## config.mk

```make
export PLATFORM = sky130hd
export DESIGN_NAME = hsv_hue_rotator_flat
export DESIGN_NICKNAME = d
export VERILOG_FILES = /design/src/design/hsvhr_pkg.sv /design/src/design/hsvhr_in_if.sv /design/src/design/hsvhr_out_if.sv /design/src/design/hsvhr_analyze.sv /design/src/design/hsvhr_div.sv /design/src/design/hsvhr_hue.sv /design/src/design/hsvhr_rebuild.sv /design/src/design/hsv_hue_rotator.sv /design/src/flat_wrapper.sv
export SDC_FILE = /design/constraint.sdc
export NUM_CORES = 1
export LEC_CHECK = 0
export BUFFER_PORTS_ARGS = -buffer_cell sky130_fd_sc_hd__buf_4
export CORE_MARGIN = 3
export CORE_UTILIZATION = 70
export CTS_BUF_LIST = sky130_fd_sc_hd__clkbuf_4
export DETAILED_ROUTE_END_ITERATION = 10
export HOLD_SLACK_MARGIN = 0.12
export PLACE_DENSITY = 0.84
export SLEW_MARGIN = 5
export SYNTH_ARGS = -nofsm -noshare
export SYNTH_HDL_FRONTEND = slang
export SYNTH_SLANG_ARGS = --single-unit
```

## constraint.sdc

```tcl
create_clock -name i_clk -period 37.5 [get_ports i_clk]
set_input_delay 1.875 -clock i_clk [delete_from_list [all_inputs] [get_ports i_clk]]
set_output_delay 1.875 -clock i_clk [all_outputs]
set_load 0.005 [all_outputs]
```

## src/design/hsvhr_pkg.sv

```systemverilog
// hsvhr_pkg: types and constants shared by the hue rotator stages
// no dependencies; compiled first

package hsvhr_pkg;

    // channel that holds the largest value, red wins ties, then green
    localparam logic [1:0] HUE_BASE_R = 2'd0;
    localparam logic [1:0] HUE_BASE_G = 2'd1;
    localparam logic [1:0] HUE_BASE_B = 2'd2;

    // sextant codes, hue / 60
    localparam logic [2:0] SEXT_R_TO_Y = 3'd0;
    localparam logic [2:0] SEXT_Y_TO_G = 3'd1;
    localparam logic [2:0] SEXT_G_TO_C = 3'd2;
    localparam logic [2:0] SEXT_C_TO_B = 3'd3;
    localparam logic [2:0] SEXT_B_TO_M = 3'd4;
    localparam logic [2:0] SEXT_M_TO_R = 3'd5;

    localparam int unsigned ROT_W      = 10;
    localparam logic [ROT_W-1:0] ROT_RESET = 10'd36;
    localparam logic [7:0]  ALPHA_OPAQUE = 8'hff;

    typedef struct packed {
        logic [31:0] pixel;
        logic        grey;
        logic [7:0]  hi;
        logic [7:0]  lo;
        logic [7:0]  chroma;
    } t_pix_info;

    // divider work item: numerator remainder and quotient bits so far
    typedef struct packed {
        t_pix_info   info;
        logic        neg;
        logic [1:0]  base;
        logic [13:0] part;
        logic [5:0]  quot;
    } t_div;

    typedef struct packed {
        t_pix_info   info;
        logic [8:0]  hue;
    } t_hue_wrap;

    typedef struct packed {
        t_pix_info   info;
        logic [2:0]  sext;
        logic [5:0]  rem;
    } t_hue;

endpackage

```

## src/design/hsvhr_in_if.sv

```systemverilog
// hsvhr_in_if: valid/ready channel carrying one input pixel item
// no dependencies

interface hsvhr_in_if;
    logic        valid;
    logic        ready;
    logic [31:0] color_in;

    modport source (output valid, output color_in, input ready);
    modport sink   (input valid, input color_in, output ready);
endinterface

```

## src/design/hsvhr_out_if.sv

```systemverilog
// hsvhr_out_if: valid/ready channel carrying one rotated pixel item
// no dependencies

interface hsvhr_out_if;
    logic        valid;
    logic        ready;
    logic [31:0] color_out;

    modport source (output valid, output color_out, input ready);
    modport sink   (input valid, input color_out, output ready);
endinterface

```

## src/design/hsvhr_analyze.sv

```systemverilog
// hsvhr_analyze: first stage, max/min/chroma and the hue numerator
// depends on hsvhr_pkg

module hsvhr_analyze
    import hsvhr_pkg::*;
(
    input  logic        i_clk,
    input  logic        i_rst_n,
    input  logic        i_en,
    input  logic        i_valid,
    input  logic [31:0] i_pixel,
    output logic        o_valid,
    output t_div        o_data
);

    logic [7:0] r, g, b, hi, lo, chroma;
    logic [8:0] diff;
    logic [7:0] mag;
    logic       neg;
    logic [1:0] base;
    logic [13:0] num;
    logic       r_valid;
    t_div       r_data;
    t_div       n_data;

    always_comb begin
        r = i_pixel[23:16];
        g = i_pixel[15:8];
        b = i_pixel[7:0];
        hi = (r > g) ? ((r > b) ? r : b) : ((g > b) ? g : b);
        lo = (r < g) ? ((r < b) ? r : b) : ((g < b) ? g : b);
        chroma = hi - lo;
        if (hi == r) begin
            base = HUE_BASE_R;
            diff = {1'b0, g} - {1'b0, b};
        end else if (hi == g) begin
            base = HUE_BASE_G;
            diff = {1'b0, b} - {1'b0, r};
        end else begin
            base = HUE_BASE_B;
            diff = {1'b0, r} - {1'b0, g};
        end
        neg = diff[8];
        mag = neg ? 8'(-diff) : diff[7:0];
        // 60 * mag as 64 * mag - 4 * mag
        num = ({mag, 6'd0}) - ({4'd0, mag, 2'd0});

        n_data.info.pixel  = i_pixel;
        n_data.info.grey   = (chroma == 8'd0);
        n_data.info.hi     = hi;
        n_data.info.lo     = lo;
        n_data.info.chroma = chroma;
        n_data.neg         = neg;
        n_data.base        = base;
        n_data.part        = num;
        n_data.quot        = 6'd0;
    end

    always_ff @(posedge i_clk) begin
        if (!i_rst_n) begin
            r_valid <= 1'b0;
        end else if (i_en) begin
            r_valid <= i_valid;
        end
    end

    always_ff @(posedge i_clk) begin
        if (i_en) begin
            r_data <= n_data;
        end
    end

    assign o_valid = r_valid;
    assign o_data  = r_data;

endmodule

```

## src/design/hsvhr_div.sv

```systemverilog
// hsvhr_div: two-stage restoring divider, 60*|diff| / chroma, three bits per stage
// depends on hsvhr_pkg

module hsvhr_div
    import hsvhr_pkg::*;
(
    input  logic i_clk,
    input  logic i_rst_n,
    input  logic i_en,
    input  logic i_valid,
    input  t_div i_data,
    output logic o_valid,
    output t_div o_data
);

    t_div r_hi_data, r_lo_data;
    t_div n_hi_data, n_lo_data;
    logic r_hi_valid, r_lo_valid;

    // quotient never exceeds 60, so six bits cover it; bits 5..3 then 2..0
    always_comb begin
        logic [13:0] dvs;
        n_hi_data = i_data;
        for (int i = 0; i < 3; i++) begin
            dvs = 14'(i_data.info.chroma) << (5 - i);
            if (n_hi_data.part >= dvs) begin
                n_hi_data.part = n_hi_data.part - dvs;
                n_hi_data.quot[5 - i] = 1'b1;
            end
        end
    end

    always_comb begin
        logic [13:0] dvs;
        n_lo_data = r_hi_data;
        for (int i = 0; i < 3; i++) begin
            dvs = 14'(r_hi_data.info.chroma) << (2 - i);
            if (n_lo_data.part >= dvs) begin
                n_lo_data.part = n_lo_data.part - dvs;
                n_lo_data.quot[2 - i] = 1'b1;
            end
        end
    end

    always_ff @(posedge i_clk) begin
        if (!i_rst_n) begin
            r_hi_valid <= 1'b0;
            r_lo_valid <= 1'b0;
        end else if (i_en) begin
            r_hi_valid <= i_valid;
            r_lo_valid <= r_hi_valid;
        end
    end

    always_ff @(posedge i_clk) begin
        if (i_en) begin
            r_hi_data <= n_hi_data;
            r_lo_data <= n_lo_data;
        end
    end

    assign o_valid = r_lo_valid;
    assign o_data  = r_lo_data;

endmodule

```

## src/design/hsvhr_hue.sv

```systemverilog
// hsvhr_hue: hue offset, rotation, wrap into 0..359, then sextant and remainder
// depends on hsvhr_pkg

module hsvhr_hue
    import hsvhr_pkg::*;
(
    input  logic             i_clk,
    input  logic             i_rst_n,
    input  logic             i_en,
    input  logic signed [ROT_W-1:0] i_rot,
    input  logic             i_valid,
    input  t_div             i_data,
    output logic             o_valid,
    output t_hue             o_data
);

    logic signed [10:0] offset, qs, sum, wrapped;
    t_hue_wrap r_wrap, n_wrap;
    t_hue      r_hue, n_hue;
    logic      r_wrap_valid, r_hue_valid;

    always_comb begin
        case (i_data.base)
            HUE_BASE_R: offset = 11'sd0;
            HUE_BASE_G: offset = 11'sd120;
            HUE_BASE_B: offset = 11'sd240;
            default:    offset = 11'sd0;
        endcase
        qs  = i_data.neg ? -$signed({5'd0, i_data.quot}) : $signed({5'd0, i_data.quot});
        sum = offset + qs + 11'(i_rot);
        // sum stays within -572..811
        if (sum < 11'sd0) begin
            if (sum < -11'sd360) begin
                wrapped = sum + 11'sd720;
            end else begin
                wrapped = sum + 11'sd360;
            end
        end else if (sum >= 11'sd720) begin
            wrapped = sum - 11'sd720;
        end else if (sum >= 11'sd360) begin
            wrapped = sum - 11'sd360;
        end else begin
            wrapped = sum;
        end
        n_wrap.info = i_data.info;
        n_wrap.hue  = wrapped[8:0];
    end

    always_comb begin
        logic [8:0] base60;
        n_hue.info = r_wrap.info;
        if (r_wrap.hue >= 9'd300) begin
            n_hue.sext = SEXT_M_TO_R;
            base60     = 9'd300;
        end else if (r_wrap.hue >= 9'd240) begin
            n_hue.sext = SEXT_B_TO_M;
            base60     = 9'd240;
        end else if (r_wrap.hue >= 9'd180) begin
            n_hue.sext = SEXT_C_TO_B;
            base60     = 9'd180;
        end else if (r_wrap.hue >= 9'd120) begin
            n_hue.sext = SEXT_G_TO_C;
            base60     = 9'd120;
        end else if (r_wrap.hue >= 9'd60) begin
            n_hue.sext = SEXT_Y_TO_G;
            base60     = 9'd60;
        end else begin
            n_hue.sext = SEXT_R_TO_Y;
            base60     = 9'd0;
        end
        n_hue.rem = 6'(r_wrap.hue - base60);
    end

    always_ff @(posedge i_clk) begin
        if (!i_rst_n) begin
            r_wrap_valid <= 1'b0;
            r_hue_valid  <= 1'b0;
        end else if (i_en) begin
            r_wrap_valid <= i_valid;
            r_hue_valid  <= r_wrap_valid;
        end
    end

    always_ff @(posedge i_clk) begin
        if (i_en) begin
            r_wrap <= n_wrap;
            r_hue  <= n_hue;
        end
    end

    assign o_valid = r_hue_valid;
    assign o_data  = r_hue;

endmodule

```

## src/design/hsvhr_rebuild.sv

```systemverilog
// hsvhr_rebuild: q/t terms via multiply by reciprocal of 60, rgb assembly
// depends on hsvhr_pkg

module hsvhr_rebuild
    import hsvhr_pkg::*;
(
    input  logic        i_clk,
    input  logic        i_rst_n,
    input  logic        i_en,
    input  logic        i_valid,
    input  t_hue        i_data,
    output logic        o_valid,
    output logic [31:0] o_color
);

    // floor(x / 60) == (x * 17477) >> 20 for x up to 255 * 60
    localparam logic [14:0] DIV60_MUL   = 15'd17477;
    localparam int unsigned DIV60_SHIFT = 20;

    typedef struct packed {
        t_pix_info   info;
        logic [2:0]  sext;
        logic [13:0] prod_fall;
        logic [13:0] prod_rise;
    } t_prod;

    typedef struct packed {
        t_pix_info   info;
        logic [2:0]  sext;
        logic [7:0]  q_fall;
        logic [7:0]  q_rise;
    } t_quot;

    t_prod       r_prod, n_prod;
    t_quot       r_quot, n_quot;
    logic [31:0] r_color, n_color;
    logic        r_prod_valid, r_quot_valid, r_color_valid;
    logic [28:0] wide_fall, wide_rise;
    logic [7:0]  fall, rise, hi, lo, red, grn, blu;

    always_comb begin
        n_prod.info      = i_data.info;
        n_prod.sext      = i_data.sext;
        n_prod.prod_fall = {6'd0, i_data.info.chroma} * {8'd0, i_data.rem};
        n_prod.prod_rise = {6'd0, i_data.info.chroma} * {8'd0, 6'd60 - i_data.rem};
    end

    always_comb begin
        wide_fall = {15'd0, r_prod.prod_fall} * {14'd0, DIV60_MUL};
        wide_rise = {15'd0, r_prod.prod_rise} * {14'd0, DIV60_MUL};
        n_quot.info   = r_prod.info;
        n_quot.sext   = r_prod.sext;
        n_quot.q_fall = wide_fall[DIV60_SHIFT+7:DIV60_SHIFT];
        n_quot.q_rise = wide_rise[DIV60_SHIFT+7:DIV60_SHIFT];
    end

    always_comb begin
        hi   = r_quot.info.hi;
        lo   = r_quot.info.lo;
        fall = hi - r_quot.q_fall;
        rise = hi - r_quot.q_rise;
        case (r_quot.sext)
            SEXT_R_TO_Y: begin red = hi;   grn = rise; blu = lo;   end
            SEXT_Y_TO_G: begin red = fall; grn = hi;   blu = lo;   end
            SEXT_G_TO_C: begin red = lo;   grn = hi;   blu = rise; end
            SEXT_C_TO_B: begin red = lo;   grn = fall; blu = hi;   end
            SEXT_B_TO_M: begin red = rise; grn = lo;   blu = hi;   end
            default:     begin red = hi;   grn = lo;   blu = fall; end
        endcase
        // grey pixels pass through untouched, alpha included
        n_color = r_quot.info.grey ? r_quot.info.pixel : {ALPHA_OPAQUE, red, grn, blu};
    end

    always_ff @(posedge i_clk) begin
        if (!i_rst_n) begin
            r_prod_valid  <= 1'b0;
            r_quot_valid  <= 1'b0;
            r_color_valid <= 1'b0;
        end else if (i_en) begin
            r_prod_valid  <= i_valid;
            r_quot_valid  <= r_prod_valid;
            r_color_valid <= r_quot_valid;
        end
    end

    always_ff @(posedge i_clk) begin
        if (i_en) begin
            r_prod  <= n_prod;
            r_quot  <= n_quot;
            r_color <= n_color;
        end
    end

    assign o_valid = r_color_valid;
    assign o_color = r_color;

endmodule

```

## src/design/hsv_hue_rotator.sv

```systemverilog
// hsv_hue_rotator: top level of the ARGB hue rotation pipeline
// depends on hsvhr_pkg, hsvhr_in_if, hsvhr_out_if and the hsvhr_* stage modules
//
// usage
//   i_pix carries one ARGB pixel item (color_in), o_pix the rotated pixel (color_out).
//   i_cfg_wr_en / i_cfg_wr_data write the signed rotation in degrees; write it
//   only while no item is in flight.
//   the hue is rebuilt from max-channel sextant math with integer truncation;
//   value and chroma are kept, grey pixels pass through unchanged with their alpha,
//   every other result has alpha 255.
// order and throughput
//   an item passes the analysis, divider, hue and rebuild registers in that order.
//   one item per cycle sustained while the output is not stalled; the divider takes
//   three quotient bits per stage, so the whole pipeline advances as one.
// reset
//   all stage valid bits clear, the rotation returns to 36 degrees.
// stall
//   when the output holds an item that the receiver does not take, every stage
//   freezes and i_pix.ready drops; nothing is lost or repeated. empty slots let
//   the pipe keep filling as long as the output register is free.

module hsv_hue_rotator
    import hsvhr_pkg::*;
(
    input  logic                    i_clk,
    input  logic                    i_rst_n,
    input  logic                    i_cfg_wr_en,
    input  logic signed [ROT_W-1:0] i_cfg_wr_data,
    hsvhr_in_if.sink                i_pix,
    hsvhr_out_if.source             o_pix
);

    logic signed [ROT_W-1:0] r_rot;
    logic                    adv;      // whole pipeline moves one step
    logic                    ana_valid, div_valid, hue_valid, out_valid;
    t_div                    ana_data, div_data;
    t_hue                    hue_data;
    logic [31:0]             out_color;

    // rotation register
    always_ff @(posedge i_clk) begin
        if (!i_rst_n) begin
            r_rot <= ROT_RESET;
        end else if (i_cfg_wr_en) begin
            r_rot <= i_cfg_wr_data;
        end
    end

    // move on unless the output register holds an item not yet taken
    assign adv         = !out_valid || o_pix.ready;
    assign i_pix.ready = adv;

    // max, min, chroma and 60*|difference|
    hsvhr_analyze u_analyze (
        .i_clk   (i_clk),
        .i_rst_n (i_rst_n),
        .i_en    (adv),
        .i_valid (i_pix.valid),
        .i_pixel (i_pix.color_in),
        .o_valid (ana_valid),
        .o_data  (ana_data)
    );

    // truncating divide by chroma
    hsvhr_div u_div (
        .i_clk   (i_clk),
        .i_rst_n (i_rst_n),
        .i_en    (adv),
        .i_valid (ana_valid),
        .i_data  (ana_data),
        .o_valid (div_valid),
        .o_data  (div_data)
    );

    // rotate, wrap, split into sextant and remainder
    hsvhr_hue u_hue (
        .i_clk   (i_clk),
        .i_rst_n (i_rst_n),
        .i_en    (adv),
        .i_rot   (r_rot),
        .i_valid (div_valid),
        .i_data  (div_data),
        .o_valid (hue_valid),
        .o_data  (hue_data)
    );

    // q/t terms and rgb rebuild; its last register is the output register
    hsvhr_rebuild u_rebuild (
        .i_clk   (i_clk),
        .i_rst_n (i_rst_n),
        .i_en    (adv),
        .i_valid (hue_valid),
        .i_data  (hue_data),
        .o_valid (out_valid),
        .o_color (out_color)
    );

    assign o_pix.valid     = out_valid;
    assign o_pix.color_out = out_color;

endmodule

```

## src/flat_wrapper.sv

```systemverilog
// flat-port wrapper written by rule: the top's interface ports become plain ports
module hsv_hue_rotator_flat import hsvhr_pkg::*;
  (i_clk, i_rst_n, i_cfg_wr_en, i_cfg_wr_data, i_pix_valid, i_pix_color_in, i_pix_ready, o_pix_valid, o_pix_color_out, o_pix_ready);
  hsvhr_in_if i_pix_i ();
  hsvhr_out_if o_pix_i ();
  input  logic i_clk;
  input  logic i_rst_n;
  input  logic i_cfg_wr_en;
  input  logic signed [ROT_W-1:0] i_cfg_wr_data;
  input wire logic [$bits(i_pix_i.valid)-1:0] i_pix_valid;
  input wire logic [$bits(i_pix_i.color_in)-1:0] i_pix_color_in;
  output wire logic [$bits(i_pix_i.ready)-1:0] i_pix_ready;
  output wire logic [$bits(o_pix_i.valid)-1:0] o_pix_valid;
  output wire logic [$bits(o_pix_i.color_out)-1:0] o_pix_color_out;
  input wire logic [$bits(o_pix_i.ready)-1:0] o_pix_ready;
  assign i_pix_i.valid = i_pix_valid;
  assign i_pix_i.color_in = i_pix_color_in;
  assign i_pix_ready = i_pix_i.ready;
  assign o_pix_valid = o_pix_i.valid;
  assign o_pix_color_out = o_pix_i.color_out;
  assign o_pix_i.ready = o_pix_ready;
  hsv_hue_rotator u_core (.i_clk(i_clk), .i_rst_n(i_rst_n), .i_cfg_wr_en(i_cfg_wr_en), .i_cfg_wr_data(i_cfg_wr_data), .i_pix(i_pix_i), .o_pix(o_pix_i));
endmodule
```

==> flow_metrics.tcl, run 1 <==
set metrics [dict create \
    portBuffers 80 \
    syn-num-nets 3013 \
    grt_pass1_wl_mm 102.1 \
    grt_pass1_vias 20196 \
    post_cts_buffers 0 \
    cts.htree.levels 4 \
    setup_viol 0 \
    drt-initial-drc-count 1599 \
    grt_usage_pct 27.53 \
    io_pins 81 \
    synth-xor-area-share_pct 4.653 \
    die_area_mm2 0.04744 \
    crit_type "reg2reg" \
    min_to "u_core.u_rebuild.r_quot[17]$_DFFE_PP_" \
    drv_slew 0 \
    min_period_ns 7.776 \
    ys_types 83 \
    clk_latency_ns 0.92 \
    place_area_mm2 0.03258 \
    utilization_pct 78.51 \
    fmax_mhz 128.6 \
    synth-compound-area-share_pct 9.211 \
    ctsRootBufferMaster "clkbuf_4" \
    pre_cts_ws_ns 29.37 \
    cts_sinks 542 \
    synth_edf_count 524 \
    initial_core_util_pct 71.95 \
    ys_warn_count 0 \
    period_share_pct 20.74 \
    core_area_mm2 0.04365 \
    drv_cap 0 \
    skew_ns 0.06112 \
    dp_hpwl_mm 44.53 \
    grt_overflow_total 0 \
    nets 3175 \
    viasPerCell 5.857 \
    path_buf_inv 2 \
    rsz0062_at_grt "false" \
    first_pass_iters 6 \
    ant_nets 0 \
    busiest_layer "met2" \
    rr_worst_depth 36 \
    rows 76 \
    ys_seq_elements 542 \
    antenna_found_initial 2 \
    die_y_um 217.8 \
    cts.path.max_buffers 3 \
    use_met1_pct 34.23 \
    hold_depth 0 \
    r2r_slack_ns 29.72 \
    synth_simple_gate_area_share_pct 7.857 \
    cp-start-kind "flop" \
    synthAdderAreaFrac_pct 20.41 \
    postCtsResizedCells 0 \
    timing.setup.tns_ns 0 \
    finalHoldViolations 0 \
    synth_top_family_by_area "adder cells" \
    stdcell_area_mm2 0.03427 \
    drive_gt1_share_pct 12.37 \
    status "completed" \
    cpLargestDelayFamily "simple AND/OR/NAND/NOR gates" \
    syn_avg_cell_area_um2 12.46 \
    crit_slowest_cell "and2_1" \
    crit_required_ns 38.14 \
    yosysSeqAreaShare_pct 51.25 \
    slew_headroom_pct 27.54 \
    wirelength_mm 64.12 \
    arrival_ns 8.41 \
    synthToLayoutAreaGrowth_pct 9.119 \
    grt_max_degree 194 \
    cts_made_buffers 132 \
    cts_tree "yes" \
    gp_congestion 0.9154 \
    die_w_um 217.8 \
    routedWlPerCell_um 19.07 \
    r2r_end "u_core.u_div.r_hi_data[19]$_DFFE_PP_" \
    final_common_cell "edfxtp_1" \
    synthCells 2520 \
    clkSlewWorstSetupHoldPaths_ns 0.07 \
    netlist_area_mm2 0.03141 \
    grt_use_met2_pct 47.68 \
    globalRouteMet3Util_pct 5.350 \
    ys_async_sr_fraction_pct 0 \
    hold_path.startpoint "u_core.u_rebuild.n_quot[17]$_DFFE_PP_" \
    ys.flop_type "edfxtp_1" \
    tightest_slew_ns 1.087 \
    vias 19692 \
    path_max_fanout 17 \
    synthMuxAreaShare_pct 2.215 \
    min_path_type "reg2reg" \
    layout_common_cells "524 x edfxtp_1, 338 x ha_1, 300 x inv_1" \
    end_kind "flop" \
    fin_ws_ns 29.72 \
    ctsHoldBuffers 0 \
    worst_path_largest_cell_delay_ns 0.51 \
    reg2reg_from "u_core.u_analyze.o_data[24]$_DFFE_PP_" \
    drc 0 \
]
==> routing by layer <==
| metal | vias to the layer above | share of wire (%) |
|---|---|---|
| met3 | 177 | 5.4 |
| met2 | 692 | 51 |
| met5 | - | 0 |
| met4 | 0 | 3.8 |
| met1 | 9490 | 40 |
| li1 | 9333 | - |
==> stage by stage <==
| stage | hold slack [ns] | instances |
|---|---|---|
| after floorplan | 0.4003 | 2520 |
| after CTS | 0.3702 | 3357 |
| final | 0.3815 | 3362 |
| after detailed placement | 0.4045 | 3133 |
| after global routing | 0.3700 | 3361 |
| after global placement | 0.4001 | 3133 |
==> sequential cells by signal (all words and copies together), names as in the netlist, 8 cells and up <==
| name | cells |
|---|---|
| u_core.u_rebuild.lo | 8 |
| u_core.u_hue.r_wrap | 9 |
| u_core.u_div.o_data | 66 |
| u_core.r_rot | 10 |
| u_core.u_rebuild.hi | 8 |
| u_core.u_rebuild.r_prod | 27 |
| u_core.u_analyze.o_data | 72 |
| u_core.u_rebuild.r_quot | 52 |
| u_core.u_hue.n_hue | 57 |
| u_core.u_div.n_lo_data | 63 |
| u_core.u_rebuild.n_quot | 52 |
| u_core.u_div.r_hi_data | 12 |
| u_core.u_hue.o_data | 66 |
| u_core.u_rebuild.o_color | 32 |
==> cell type report <==
cell class / count / area, um2
Fill cell: 2591 / 9378
Clock inverter: 35 / 257.7
Tap cell: 585 / 732.0
Sequential cell: 542 / 16100
Timing Repair Buffer: 89 / 680.7
Clock buffer: 189 / 1419
Inverter: 301 / 1137
Antenna cell: 5 / 12.51
Multi-Input combinational cell: 1616 / 13930
==> worst max-delay path by stage <==
stage | cells after the start | endpoint | slack (ns) | startpoint
5_1_grt | 36 | u_core.u_div.r_hi_data[19]$_DFFE_PP_ | 28.83 | u_core.u_analyze.o_data[24]$_DFFE_PP_
2_1_floorplan | 3 | u_core.u_analyze.o_data[10]$_DFFE_PP_ | 21.45 | o_pix_ready
3_3_place_gp | 22 | u_core.u_analyze.o_data[19]$_DFFE_PP_ | 29.55 | i_pix_color_in[17]
4_1_cts | 36 | u_core.u_div.r_hi_data[19]$_DFFE_PP_ | 29.79 | u_core.u_analyze.o_data[24]$_DFFE_PP_
6_report | 36 | u_core.u_div.r_hi_data[19]$_DFFE_PP_ | 29.72 | u_core.u_analyze.o_data[24]$_DFFE_PP_
3_5_place_dp | 23 | u_core.u_analyze.o_data[16]$_DFFE_PP_ | 29.37 | i_pix_color_in[17]
==> cells by family (layout without fill, tap and decap cells) <==
family | Yosys count | after routing
flip-flops | 542 | 542
AND/OR/NAND/NOR | 493 | 493
adder cells (fa/ha/maj) | 448 | 448
AO/OA/AOI/OAI | 443 | 443
buffers and inverters | 362 | 614
XOR/XNOR | 166 | 166
multiplexers | 66 | 66
other | 0 | 5
==> cell usage after synthesis (51+ instances only) <==
cell type | count | area, um2
edfxtp_1 | 524 | 15740
ha_1 | 338 | 4229
inv_1 | 300 | 1126
nand2_1 | 165 | 619.3
a21oi_1 | 113 | 565.5
xnor2_1 | 113 | 989.7
fa_1 | 108 | 2162
o21ai_0 | 98 | 490.5
nor2_1 | 80 | 300.3
and2_1 | 78 | 488.0
a21o_1 | 59 | 442.9
xor2_1 | 52 | 455.4
clkbuf_1 | 51 | 191.4
Power of run 1 is left out: the tool's default activity adds up to more than one toggle a clock period on the data nets, which glitch-free logic cannot reach.
==> run 2, diff against run 1 <==
ABC_AREA = 1   (was not set)
CORE_UTILIZATION = 59   (was 70)
PLACE_DENSITY = 0.75   (was 0.84)
clock period = 7 ns   (was 37.5 ns; I/O delays follow)
==> flow_metrics.tcl, run 2 <==
set metrics [dict create \
    drv_cap 0 \
    status "completed" \
    routedWlPerCell_um 16.48 \
    die_w_um 237.9 \
    syn-num-nets 3409 \
    first_pass_iters 5 \
    finalHoldViolations 0 \
    syn_avg_cell_area_um2 10.88 \
    vias 21451 \
    cp-start-kind "flop" \
    worst_path_most_repeated_cell "nand2_1" \
    synth_most_common_cell "edfxtp_1" \
    die_area_mm2 0.05661 \
    io_pins 81 \
    ys_warn_count 0 \
    crit_slowest_cell "edfxtp_1" \
    fill_cells 3951 \
    netlist.top_cell.by_area "edfxtp_1" \
    cts_made_buffers 137 \
    drt-initial-drc-count 1408 \
    yosysSeqAreaShare_pct 50.72 \
    skew_ns 0.07047 \
    slew_headroom_pct 34.52 \
    arrival_ns 6.95 \
    grt_pass1_vias 22139 \
    min_path_type "in2reg" \
    ant_nets 0 \
    core_area_mm2 0.05287 \
    drive_gt1_share_pct 12.02 \
    yosys-top-cells-area "edfxtp_1 50%, ha_1 13%, fa_1 6.8%" \
    rsz0062_at_grt "false" \
    wirelength_mm 65.85 \
    ys.flop_type "edfxtp_1" \
    grt_usage_pct 24.00 \
    nets 3707 \
    synth_top_area_share_pct 49.58 \
    setup_viol 0 \
    cts.path.max_buffers 3 \
    gp_congestion 0.9107 \
    cts.htree.levels 4 \
    ys_async_sr_fraction_pct 0 \
    synth_edf_count 524 \
    largest_reg_flops 72 \
    clk_latency_ns 0.94 \
    cts_tree "yes" \
    die_y_um 237.9 \
    dp_hpwl_mm 47.82 \
    drv_slew 0 \
    ys_seq_elements 542 \
    viasPerCell 5.369 \
    netlist_area_mm2 0.03174 \
    synthCells 2916 \
    cpLargestDelayFamily "compound AO/OA/AOI/OAI gates" \
    synthToLayoutAreaGrowth_pct 12.96 \
    path_max_fanout 12 \
    end_kind "flop" \
    ctsRootBufferMaster "clkbuf_4" \
    initial_core_util_pct 60.03 \
    portBuffers 80 \
    place_area_mm2 0.03315 \
    crit_required_ns 7.74 \
    period_share_pct 88.73 \
    crit_type "reg2reg" \
    worst_path_largest_cell_delay_ns 0.47 \
    clkSlewWorstSetupHoldPaths_ns 0.07 \
    stdcell_area_mm2 0.03585 \
    utilization_pct 67.81 \
    grt_max_degree 194 \
    antenna_found_initial 4 \
    final_common_cell "edfxtp_1" \
    synth_commonest_cells "524 x edfxtp_1, 475 x inv_1, 465 x nand2_1" \
    layoutNonFillerInstCount 3995 \
    grt_overflow_total 0 \
    grt_pass1_wl_mm 108.5 \
    min_period_ns 6.211 \
    cts_sinks 542 \
    rows 84 \
    fmax_mhz 161.0 \
    tightest_slew_ns 0.9747 \
    ys_types 63 \
    drc 0 \
    path_buf_inv 4 \
    dpl.cell_count 3659 \
    layout_common_cells "524 x edfxtp_1, 473 x inv_1, 465 x nand2_1" \
]
==> run 2: final cells by class <==
cell class | instances | area, um2 | share of cell area, %
Clock inverter | 41 | 240.2 | 0.6701
Inverter | 488 | 1838 | 5.127
Clock buffer | 186 | 1396 | 3.895
Sequential cell | 542 | 16100 | 44.90
Multi-Input combinational cell | 1847 | 13630 | 38.03
Timing Repair Buffer | 198 | 1772 | 4.942
Tap cell | 688 | 860.8 | 2.401
Antenna cell | 5 | 12.51 | 0.03490
==> run 2: per-stage QoR <==
stage               hold WS, ns  setup WS, ns  setup TNS [ns]
finish                   0.2739        0.7889               0
global route             0.1847       0.04583               0
CTS                      0.1216        0.5610               0
detailed placement       0.4045        0.6441               0
global placement         0.4003        0.7110               0
floorplan                0.4003        -1.924        -1013.54
==> run 2: cell families after synthesis <==
group | Yosys count | synth area share, %
DFF | 542 | 50.72
buffers and inverters | 527 | 6.367
adders and majority gates | 446 | 20.14
AOI/OAI and AO/OA | 395 | 7.041
muxes | 1 | 0.03548
and+or+nand+nor | 875 | 12.12
xor gates and xnor gates | 130 | 3.588
==> run 2: per-layer routing <==
layer,vias to the layer above,part of all wire [%],global-route usage [%]
met1,10118,43,30.20
met3,173,4.8,4.808
met5,-,0,0
li1,10580,-,-
met4,0,3.1,9.845
met2,580,49,40.95
==> run 2: repair_timing <==
item	in CTS	in global routing
hold buffers	104	0
hold endpoints to repair	68	0
setup endpoints to repair	0	12
setup buffers	0	0
resized for setup	0	3
==> run 2: worst register-to-register path: cells and delay by family (launching register included) <==
| kind | cells | cell delay [ns] |
|---|---|---|
| xor gates and xnor gates | 1 | 0.17 |
| buffers and inverters | 4 | 0.61 |
| adders and majority gates | 3 | 1.01 |
| and+or+nand+nor | 12 | 1.18 |
| AOI/OAI and AO/OA | 13 | 2.22 |
| DFF | 1 | 0.47 |
| muxes | 1 | 0.37 |
==> run 2: final timing paths <==
kind / startpoint / end / slack, ns / depth (start not counted)
worst max-delay path: u_core.u_analyze.o_data[24]$_DFFE_PP_ / u_core.u_div.r_hi_data[18]$_DFFE_PP_ / 0.79 / 34
worst min-delay path: i_pix_color_in[16] / u_core.u_analyze.o_data[64]$_DFFE_PP_ / 0.27 / 2
worst max register to register: u_core.u_analyze.o_data[24]$_DFFE_PP_ / u_core.u_div.r_hi_data[18]$_DFFE_PP_ / 0.79 / 34
worst min register to register: u_core.u_analyze.o_data[39]$_DFFE_PP_ / u_core.u_div.n_lo_data[39]$_DFFE_PP_ / 0.38 / 0
Power of run 2 is left out for the same reason.
